===== src/rtl/core/i2p_pkg.sv =====
// ============================================================================
// i2p_pkg
// Shared types, codes and the operator precedence table of the infix to
// postfix converter.
// ============================================================================
package i2p_pkg;

   // Default operator stack depth.
   localparam int STACK_DEPTH_DEF = 32;

   // Token action codes on the request channel.
   localparam logic [1:0] ACT_IDENT    = 2'd0;
   localparam logic [1:0] ACT_NUMBER   = 2'd1;
   localparam logic [1:0] ACT_OPERATOR = 2'd2;
   localparam logic [1:0] ACT_END      = 2'd3;

   // Result kind codes on the response channel.
   localparam logic [1:0] KIND_OPERATOR = 2'd2;

   // Operator characters.
   localparam logic [7:0] CH_PLUS   = 8'h2B;
   localparam logic [7:0] CH_MINUS  = 8'h2D;
   localparam logic [7:0] CH_STAR   = 8'h2A;
   localparam logic [7:0] CH_SLASH  = 8'h2F;
   localparam logic [7:0] CH_PCT    = 8'h25;
   localparam logic [7:0] CH_CARET  = 8'h5E;
   localparam logic [7:0] CH_LPAREN = 8'h28;
   localparam logic [7:0] CH_RPAREN = 8'h29;
   localparam logic [7:0] CH_ASSIGN = 8'h3D;

   // Commands from the controller to the datapath.
   typedef struct packed {
      logic accept;        // latch the incoming token
      logic load_operand;  // place the incoming operand in the pending slot
      logic pop;           // drop the top of the stack
      logic emit_top;      // place the top of the stack in the pending slot
      logic emit_ovf;      // place the dropped operator in the pending slot
      logic push;          // push the latched operator
      logic finish;        // release the pending result marked as last
   } cmd_type;

   // Status from the datapath to the controller.
   typedef struct packed {
      logic in_is_operand;
      logic in_is_lparen;
      logic in_is_rparen;
      logic tok_is_end;
      logic tok_is_rparen;
      logic count_zero;
      logic full;
      logic top_is_lparen;
      logic top_is_paren;
      logic top_ge;        // top precedence is at least the token's
      logic room;          // a new result can enter the pending slot
   } sts_type;

   // Precedence shifted up by one so that unknown characters rank zero.
   function automatic logic [3:0] prec_rank(input logic [7:0] c);
      logic [3:0] r;
      unique case (c)
         CH_PLUS, CH_MINUS:         r = 4'd6;
         CH_STAR, CH_SLASH, CH_PCT: r = 4'd7;
         CH_CARET:                  r = 4'd8;
         CH_RPAREN:                 r = 4'd5;
         CH_LPAREN:                 r = 4'd9;
         CH_ASSIGN:                 r = 4'd4;
         default:                   r = 4'd0;
      endcase
      return r;
   endfunction

endpackage


===== src/rtl/core/i2p_ram.sv =====
// ============================================================================
// i2p_ram
// Generic single write port, single read port RAM with registered read data.
// ============================================================================
module i2p_ram #(
   parameter int WIDTH = 8,
   parameter int DEPTH = 32
) (
   input  logic                     clock,
   input  logic                     wr_en,
   input  logic [$clog2(DEPTH)-1:0] wr_addr,
   input  logic [WIDTH-1:0]         wr_data,
   input  logic [$clog2(DEPTH)-1:0] rd_addr,
   output logic [WIDTH-1:0]         rd_data
);

   logic [WIDTH-1:0] mem_ff [DEPTH];
   logic [WIDTH-1:0] rd_data_ff;

   always_ff @(posedge clock) begin
      if (wr_en) begin
         mem_ff[wr_addr] <= wr_data;
      end
      rd_data_ff <= mem_ff[rd_addr];
   end

   assign rd_data = rd_data_ff;

endmodule


===== src/rtl/core/i2p_datapath.sv =====
// ============================================================================
// i2p_datapath
// Token latch, operator stack, pending result slot and output register.
// ============================================================================
module i2p_datapath #(
   parameter int STACK_DEPTH = i2p_pkg::STACK_DEPTH_DEF
) (
   input  logic             clock,
   input  logic             reset,
   input  i2p_pkg::cmd_type cmd,
   output i2p_pkg::sts_type sts,
   input  logic [1:0]       req_action,
   input  logic [31:0]      req_operand_value,
   input  logic [7:0]       req_operator_char,
   output logic             rsp_valid,
   input  logic             rsp_stall,
   output logic [1:0]       rsp_out_kind,
   output logic [31:0]      rsp_out_value,
   output logic [7:0]       rsp_out_operator,
   output logic             rsp_last,
   output logic             rsp_overflow
);

   localparam int ADDR_W = $clog2(STACK_DEPTH);
   localparam int CNT_W  = $clog2(STACK_DEPTH + 1);

   logic [1:0]       tok_action_ff;
   logic [7:0]       tok_char_ff;
   logic [CNT_W-1:0] count_ff, count_in, count_dec;
   logic [7:0]       top;

   logic             pend_valid_ff, pend_valid_in;
   logic [1:0]       pend_kind_ff, pend_kind_in;
   logic [31:0]      pend_value_ff, pend_value_in;
   logic [7:0]       pend_op_ff, pend_op_in;
   logic             pend_ovf_ff, pend_ovf_in;

   logic             out_valid_ff, out_valid_in;
   logic [1:0]       out_kind_ff;
   logic [31:0]      out_value_ff;
   logic [7:0]       out_op_ff;
   logic             out_last_ff;
   logic             out_ovf_ff;

   logic             emit_any, move_out;

   assign count_dec = count_ff - CNT_W'(1);

   // The read address always follows the current top, so the top is valid
   // in the cycle after the count settles.
   i2p_ram #(
      .WIDTH (8),
      .DEPTH (STACK_DEPTH)
   ) u_stack (
      .clock   (clock),
      .wr_en   (cmd.push),
      .wr_addr (count_ff[ADDR_W-1:0]),
      .wr_data (tok_char_ff),
      .rd_addr (count_dec[ADDR_W-1:0]),
      .rd_data (top)
   );

   always_comb begin
      count_in = count_ff;
      if (cmd.pop) begin
         count_in = count_dec;
      end else if (cmd.push) begin
         count_in = count_ff + CNT_W'(1);
      end
   end

   assign emit_any = cmd.load_operand | cmd.emit_top | cmd.emit_ovf;
   assign move_out = (emit_any | cmd.finish) & pend_valid_ff;

   always_comb begin
      pend_valid_in = pend_valid_ff;
      pend_kind_in  = pend_kind_ff;
      pend_value_in = pend_value_ff;
      pend_op_in    = pend_op_ff;
      pend_ovf_in   = pend_ovf_ff;
      priority if (cmd.load_operand) begin
         pend_valid_in = 1'b1;
         pend_kind_in  = req_action;
         pend_value_in = req_operand_value;
         pend_op_in    = '0;
         pend_ovf_in   = 1'b0;
      end else if (cmd.emit_top) begin
         pend_valid_in = 1'b1;
         pend_kind_in  = i2p_pkg::KIND_OPERATOR;
         pend_value_in = '0;
         pend_op_in    = top;
         pend_ovf_in   = 1'b0;
      end else if (cmd.emit_ovf) begin
         pend_valid_in = 1'b1;
         pend_kind_in  = i2p_pkg::KIND_OPERATOR;
         pend_value_in = '0;
         pend_op_in    = tok_char_ff;
         pend_ovf_in   = 1'b1;
      end else if (cmd.finish) begin
         pend_valid_in = 1'b0;
      end else begin
         pend_valid_in = pend_valid_ff;
      end
   end

   always_comb begin
      out_valid_in = out_valid_ff;
      if (move_out) begin
         out_valid_in = 1'b1;
      end else if (out_valid_ff && !rsp_stall) begin
         out_valid_in = 1'b0;
      end
   end

   always_ff @(posedge clock) begin
      if (reset) begin
         count_ff      <= '0;
         pend_valid_ff <= 1'b0;
         out_valid_ff  <= 1'b0;
      end else begin
         count_ff      <= count_in;
         pend_valid_ff <= pend_valid_in;
         out_valid_ff  <= out_valid_in;
      end
   end

   always_ff @(posedge clock) begin
      if (cmd.accept) begin
         tok_action_ff <= req_action;
         tok_char_ff   <= req_operator_char;
      end
      pend_kind_ff  <= pend_kind_in;
      pend_value_ff <= pend_value_in;
      pend_op_ff    <= pend_op_in;
      pend_ovf_ff   <= pend_ovf_in;
      if (move_out) begin
         out_kind_ff  <= pend_kind_ff;
         out_value_ff <= pend_value_ff;
         out_op_ff    <= pend_op_ff;
         out_ovf_ff   <= pend_ovf_ff;
         out_last_ff  <= cmd.finish;
      end
   end

   always_comb begin
      sts.in_is_operand = (req_action == i2p_pkg::ACT_IDENT) ||
                          (req_action == i2p_pkg::ACT_NUMBER);
      sts.in_is_lparen  = (req_action == i2p_pkg::ACT_OPERATOR) &&
                          (req_operator_char == i2p_pkg::CH_LPAREN);
      sts.in_is_rparen  = (req_action == i2p_pkg::ACT_OPERATOR) &&
                          (req_operator_char == i2p_pkg::CH_RPAREN);
      sts.tok_is_end    = (tok_action_ff == i2p_pkg::ACT_END);
      sts.tok_is_rparen = (tok_char_ff == i2p_pkg::CH_RPAREN);
      sts.count_zero    = (count_ff == '0);
      sts.full          = (count_ff == CNT_W'(STACK_DEPTH));
      sts.top_is_lparen = (top == i2p_pkg::CH_LPAREN);
      sts.top_is_paren  = (top == i2p_pkg::CH_LPAREN) || (top == i2p_pkg::CH_RPAREN);
      sts.top_ge        = i2p_pkg::prec_rank(top) >= i2p_pkg::prec_rank(tok_char_ff);
      sts.room          = !pend_valid_ff || !out_valid_ff || !rsp_stall;
   end

   assign rsp_valid        = out_valid_ff;
   assign rsp_out_kind     = out_kind_ff;
   assign rsp_out_value    = out_value_ff;
   assign rsp_out_operator = out_op_ff;
   assign rsp_last         = out_last_ff;
   assign rsp_overflow     = out_ovf_ff;

endmodule


===== src/rtl/core/i2p_ctrl.sv =====
// ============================================================================
// i2p_ctrl
// Sequencer that steps each token through the stack pops, the push and the
// release of its last result.
// ============================================================================
module i2p_ctrl (
   input  logic             clock,
   input  logic             reset,
   input  logic             req_valid,
   output logic             req_stall,
   input  i2p_pkg::sts_type sts,
   output i2p_pkg::cmd_type cmd
);

   typedef enum logic [4:0] {
      S_IDLE   = 5'b00001,
      S_CHECK  = 5'b00010,
      S_WAIT   = 5'b00100,
      S_PUSH   = 5'b01000,
      S_FINISH = 5'b10000
   } state_type;

   state_type state_ff, state_in;

   always_comb begin
      cmd       = '0;
      state_in  = state_ff;
      req_stall = 1'b1;
      unique case (state_ff)
         S_IDLE: begin
            req_stall = 1'b0;
            if (req_valid) begin
               cmd.accept = 1'b1;
               priority if (sts.in_is_operand) begin
                  cmd.load_operand = 1'b1;
                  state_in         = S_FINISH;
               end else if (sts.in_is_rparen && sts.count_zero) begin
                  state_in = S_IDLE;
               end else if (sts.in_is_lparen) begin
                  state_in = S_PUSH;
               end else begin
                  state_in = S_CHECK;
               end
            end
         end
         S_CHECK: begin
            priority if (sts.tok_is_end) begin
               priority if (sts.count_zero) begin
                  state_in = S_FINISH;
               end else if (sts.top_is_paren) begin
                  cmd.pop  = 1'b1;
                  state_in = S_WAIT;
               end else if (sts.room) begin
                  cmd.pop      = 1'b1;
                  cmd.emit_top = 1'b1;
                  state_in     = S_WAIT;
               end else begin
                  state_in = S_CHECK;
               end
            end else if (sts.tok_is_rparen) begin
               priority if (sts.count_zero) begin
                  state_in = S_FINISH;
               end else if (sts.top_is_lparen) begin
                  cmd.pop  = 1'b1;
                  state_in = S_FINISH;
               end else if (sts.room) begin
                  cmd.pop      = 1'b1;
                  cmd.emit_top = 1'b1;
                  state_in     = S_WAIT;
               end else begin
                  state_in = S_CHECK;
               end
            end else begin
               priority if (sts.count_zero || sts.top_is_lparen || !sts.top_ge) begin
                  state_in = S_PUSH;
               end else if (sts.room) begin
                  cmd.pop      = 1'b1;
                  cmd.emit_top = 1'b1;
                  state_in     = S_WAIT;
               end else begin
                  state_in = S_CHECK;
               end
            end
         end
         S_WAIT: begin
            state_in = S_CHECK;
         end
         S_PUSH: begin
            if (sts.full) begin
               if (sts.room) begin
                  cmd.emit_ovf = 1'b1;
                  state_in     = S_FINISH;
               end
            end else begin
               cmd.push = 1'b1;
               state_in = S_FINISH;
            end
         end
         S_FINISH: begin
            if (sts.room) begin
               cmd.finish = 1'b1;
               state_in   = S_IDLE;
            end
         end
         default: begin
            state_in = S_IDLE;
         end
      endcase
   end

   always_ff @(posedge clock) begin
      if (reset) begin
         state_ff <= S_IDLE;
      end else begin
         state_ff <= state_in;
      end
   end

endmodule


===== src/rtl/core/infix_to_postfix_converter_unit.sv =====
// ============================================================================
// infix_to_postfix_converter_unit
// Shunting-yard converter that turns a stream of infix tokens into postfix.
// ============================================================================
// One token item enters on the req_ channel when req_valid is high and
// req_stall is low. Operands pass straight through; operators go through an
// operator stack held in a RAM; an end-of-expression token flushes the stack
// without its parentheses. Results leave on the rsp_ channel, one item per
// accepted handshake, and rsp_last marks the final result caused by a token.
// A push onto a full stack is dropped and reported as one operator result
// with rsp_overflow set.
// Sequence: the block takes one token at a time. An operand passes idle and
// finish; an open parenthesis idle, push and finish; a close parenthesis on
// an empty stack idle alone. Other tokens pass check and a pop per entry
// they remove, with a wait before each new check, then push unless they are
// a close parenthesis or end token, and finish. The wait lets the registered
// RAM read show the new top. A result is held in a pending slot until it is
// known whether it is the last one, so it reaches rsp_ only when the next
// result or the finish moves it on to the output register. After a token's
// last result has been moved to the output register, the next token is
// accepted even while that result waits on a stalled receiver. While
// rsp_stall is high the block holds its output and pauses as soon as its
// pending slot must move on. Reset, synchronous and active high, empties the
// stack and drops any results in flight; the stack RAM needs no clearing.
// ============================================================================
module infix_to_postfix_converter_unit #(
   parameter int STACK_DEPTH = i2p_pkg::STACK_DEPTH_DEF
) (
   input  logic        clock,
   input  logic        reset,
   input  logic        req_valid,
   output logic        req_stall,
   input  logic [1:0]  req_action,
   input  logic [31:0] req_operand_value,
   input  logic [7:0]  req_operator_char,
   output logic        rsp_valid,
   input  logic        rsp_stall,
   output logic [1:0]  rsp_out_kind,
   output logic [31:0] rsp_out_value,
   output logic [7:0]  rsp_out_operator,
   output logic        rsp_last,
   output logic        rsp_overflow
);

   // Commands and status between the sequencer and the datapath.
   i2p_pkg::cmd_type cmd;
   i2p_pkg::sts_type sts;

   // The sequencer decides pops and pushes from the datapath status.
   i2p_ctrl u_ctrl (
      .clock     (clock),
      .reset     (reset),
      .req_valid (req_valid),
      .req_stall (req_stall),
      .sts       (sts),
      .cmd       (cmd)
   );

   // The datapath owns the stack, the pending result and the output register.
   i2p_datapath #(
      .STACK_DEPTH (STACK_DEPTH)
   ) u_datapath (
      .clock             (clock),
      .reset             (reset),
      .cmd               (cmd),
      .sts               (sts),
      .req_action        (req_action),
      .req_operand_value (req_operand_value),
      .req_operator_char (req_operator_char),
      .rsp_valid         (rsp_valid),
      .rsp_stall         (rsp_stall),
      .rsp_out_kind      (rsp_out_kind),
      .rsp_out_value     (rsp_out_value),
      .rsp_out_operator  (rsp_out_operator),
      .rsp_last          (rsp_last),
      .rsp_overflow      (rsp_overflow)
   );

endmodule


===== config.mk =====
export PLATFORM = sky130hd
export DESIGN_NAME = infix_to_postfix_converter_unit
export DESIGN_NICKNAME = d
export VERILOG_FILES = /design/src/rtl/core/i2p_pkg.sv /design/src/rtl/core/i2p_ram.sv /design/src/rtl/core/i2p_datapath.sv /design/src/rtl/core/i2p_ctrl.sv /design/src/rtl/core/infix_to_postfix_converter_unit.sv
export SDC_FILE = /design/constraint.sdc
export NUM_CORES = 1
export LEC_CHECK = 0
export ABC_AREA = 1
export ABC_CLOCK_PERIOD_IN_PS = 3990
export BUFFER_PORTS_ARGS = -buffer_cell sky130_fd_sc_hd__buf_4
export CAP_MARGIN = 40
export CORE_UTILIZATION = 55
export CTS_CLUSTER_DIAMETER = 200
export CTS_CLUSTER_SIZE = 30
export DETAILED_ROUTE_END_ITERATION = 7
export GPL_TIMING_DRIVEN = 0
export HOLD_SLACK_MARGIN = 0.05
export PLACE_DENSITY = 0.76
export SYNTH_ARGS = -nofsm -noshare
export SYNTH_HDL_FRONTEND = slang
export SYNTH_HIERARCHICAL = 1
export SYNTH_SLANG_ARGS = --single-unit

===== constraint.sdc =====
create_clock -name clock -period 3.99 [get_ports clock]
set_input_delay 0.399 -clock clock [delete_from_list [all_inputs] [get_ports clock]]
set_output_delay 0.399 -clock clock [all_outputs]
set_load 0.02 [all_outputs]

==> flow_summary.yaml <==
power_and_ir_drop:
  switching_share_pct: 30.1
  intPower_mw: 6.21
  clock_power_share_pct: 21.8
  power_leakage_nw: 7.03
  ir_drop_mv: 0.373
  pwr_density_cell_nw_per_um2: 496
  p_sw_mw: 2.67
  p_seq_share_pct: 54.5
  combPwrFrac_pct: 23.7
floorplanning:
  io_pins: 92
  start_util_pct: 56.2
  die_h_um: 171
  row_count: 61
  dieArea_um2: 29200
  core_area_um2: 27900
  die_width_um: 171
global_route:
  grt_pass1_wl_um: 56000
  grt_overflow: 0
  antenna_found_initial: 0
  grt.total_usage_pct: 25.9
  grt_max_degree: 43
  first_global_vias: 10100
yosys:
  syn-num-nets: 1467
  yosysTopAreaCell: "edfxtp_1"
  syn_inst: 1414
  async_flop_share_pct: 0
  yosysMostFrequentCell: "nand2_1"
  synth_cell_types: 36
  synth_area_leaders: "edfxtp_1 66%, nand2_1 11%, nand3_1 7.7%"
  ys_warn_count: 6
  syn_area_um2: 15700
  synth_edf_count: 344
  synthTopCellsByCount: "458 x nand2_1, 344 x edfxtp_1, 243 x nand3_1, 81 x nor2_1, 80 x inv_1"
  synth_ff_type: "edfxtp_1"
  synth_area_per_cell_um2: 11.1
  synth_seq_area_share_pct: 69.6
  synth_top_cell_area_share_pct: 65.8
  synth_seq_cells: 374
sta:
  post-route-period-util_pct: 91.9
  drv_slew: 0
  worst_pin_slew_ns: 0.989
  period_needed_ns: 3.67
  fmax_ghz: 0.273
  timing.slew.headroom_pct: 33.8
  tns_ns: 0
  finalSetupViolations: 0
  rsz0062_at_grt: "no"
  skew_ns: 0.0270
  hold_viol: 0
hold_path:
  hold_path_end: "u_datapath/tok_char_ff[0]"
  min_from: "req_operator_char[0]"
  hold_class: "in2reg"
  min_path_cells: 1
drt:
  dr_total_vias: 10900
  first_pass_iters: 6
  detail_route.iter0.violations: 1486
  wl_um: 37600
  postRouteAntennaNets: 0
  drc: 0
  via_per_inst: 5.60
  wl_per_cell_um: 19.2
place:
  gp_congestion: 0.949
  dpl_cell_area_um2: 17100
  dp_cells: 1895
  dp_hpwl_um: 25900
  io_buffers: 91
finish:
  final_area_um2: 17900
  nNetsFinal: 1619
  drive_above_1_share_pct: 15.4
  area_delta_synth_final_pct: 14.0
  diodes: 0
  final_cells: 1954
clock_tree:
  clockBufferDepth: 3
  clockRootBuffer: "clkbuf_16"
  cts_tree: "done"
  cts_sinks: 374
  htree_levels: 1
  numCtsBuffers: 16
  path_clk_slew_ns: 0.11
  clock_latency_ns: 0.53
worst_setup_path:
  cp-start-kind: "register"
  worstPathArrival_ns: 3.92
  critPathKind: "reg2reg"
  cp_slowest_cell: "edfxtp_1"
  crit_top_cell: "nand2_1"
  crit_buf_inv: 8
  cp_slowest_stage_delay_ns: 0.48
  r2r_slack_ns: 0.32
  cp-end-kind: "register"
  reg2reg_from: "u_datapath/tok_char_ff[1]"
  critPathRequiredTime_ns: 4.24
  cp_top_family: "buffers and inverters"
  critical_path.cell_chain: "buf_16, inv_2, nand2_1, nor2_2, o21ai_1, nand2_1, inv_2, ha_1, inv_1, nor2_1, o211ai_1, nand3_1, inv_1, nand2_1, nand3_1, a21oi_1, buf_4, nor2_4, nand2_8, o21ai_4, clkinvlp_4, buf_12"
  setup.worst_path.start: "u_datapath/tok_char_ff[1]"
  reg2reg_depth: 22
  worstReg2RegEnd: "u_datapath/rsp_out_value[23]"
  critPathMaxFanout: 42
run_status:
  status: "finished clean"
flow_run:
  drv_cap: 0
[worst reg2reg max path: stages (launching register included)]
cell and delay (ns):
edfxtp_1 0.48, buf_16 0.21, inv_2 0.09, nand2_1 0.07
nor2_2 0.15, o21ai_1 0.10, nand2_1 0.11, inv_2 0.04
ha_1 0.27, inv_1 0.07, nor2_1 0.04, o211ai_1 0.16
nand3_1 0.12, inv_1 0.09, nand2_1 0.08, nand3_1 0.09
a21oi_1 0.08, buf_4 0.18, nor2_4 0.23, nand2_8 0.14
o21ai_4 0.19, clkinvlp_4 0.16, buf_12 0.20
[metrics by stage]
| step | power (mW) | hold slack, ns | utilization, % | setup slack [ns] |
|---|---|---|---|---|
| global route | 9.21 | 0.0640 | 64.1 | 0.0514 |
| global placement | 6.67 | 0.401 | 60.4 | -1.24 |
| detailed placement | 6.87 | 0.405 | 61.4 | -0.135 |
| finish | 8.88 | 0.0672 | 64.1 | 0.324 |
| CTS | 8.80 | 0.0604 | 63.6 | 0.0705 |
| floorplan | 6.06 | 0.400 | - | 0.00305 |
[placed cells by master, fill, tap and decap left out, types with 20 or more instances in the layout]
| master | Yosys | layout |
|---|---|---|
| nor2_1 | 81 | 80 |
| nand2_1 | 458 | 458 |
| buf_6 | 25 | 25 |
| buf_4 | 7 | 122 |
| dfxtp_1 | 30 | 30 |
| nand3_1 | 243 | 243 |
| edfxtp_1 | 344 | 344 |
| buf_2 | 20 | 20 |
| inv_1 | 80 | 79 |
[layout make-up]
class	count	area, um^2
clock buffers	27	463
clock inverters	1	16.3
plain buffers	61	468
multi-input cells	882	3970
repair buffers	133	1200
inverters	98	374
fillers	2115	10000
well taps	378	473
flip-flops and latches	374	10900
[flip-flops by register name, summed over array words and instances, names as in the netlist]
register,count
u_datapath/pend_kind_ff,2
u_ctrl/state_ff,5
u_datapath/pend_ovf_ff,1
u_datapath/u_stack/rd_data,8
u_datapath/rsp_out_operator,8
u_datapath/rsp_last,1
u_datapath/rsp_valid,1
u_datapath/rsp_overflow,1
u_datapath/tok_action_ff,2
u_datapath/pend_value_ff,32
u_datapath/rsp_out_kind,2
u_datapath/pend_valid_ff,1
u_datapath/pend_op_ff,8
u_datapath/tok_char_ff,8
u_datapath/rsp_out_value,32
u_datapath/u_stack/mem_ff,256
u_datapath/count_ff,6
[worst max path at each step]
stage | depth (start not counted) | to | slack [ns]
final | 22 | u_datapath/rsp_out_value[23] | 0.32
after global routing | 24 | u_datapath/rsp_out_value[23] | 0.05
after CTS | 22 | u_datapath/rsp_out_value[23] | 0.07
after detailed placement | 20 | u_datapath/rsp_out_value[23] | -0.13
after global placement | 22 | u_datapath/rsp_out_value[20] | -1.24
after floorplan | 21 | u_datapath/rsp_last | 0.003
[power groups by stage]
stage	Sequential (mW)	Combinational, mW	Clock, mW
after floorplan	4.99	1.07	0
after global routing	4.86	2.27	2.08
after CTS	4.83	2.00	1.96
after detailed placement	5.00	1.87	0
final	4.84	2.10	1.94
after global placement	5.15	1.53	0
[metal layers]
metal	global-route usage [%]	wire [um]	vias to the layer above
met3	4.35	3770	110
li1	-	-	5109
met1	34.7	14600	5149
met2	43.0	18000	569
met5	0	0	-
met4	8.73	1230	0
[cells by family (layout without fill, tap and decap cells)]
kind of cell,Yosys count,after routing,share of synthesized area [%]
xor+xnor,2,2,0.112
simple gates,829,830,22.8
buf+inv,159,320,5.34
flops,374,374,69.6
compound gates,41,41,1.44
mux,2,2,0.128
fa+ha+maj,7,7,0.558
[repair_timing]
| item | CTS | global route |
|---|---|---|
| gates resized for setup | 0 | 3 |
| hold buffers | 7 | 0 |
| cloned | 0 | 1 |
| endpoints found under the hold margin | 7 | 0 |
| pin swaps | 0 | 2 |
| setup endpoints to repair | 42 | 44 |
| buffers inserted | 9 | 14 |
Power figures use the tool's default switching activity.
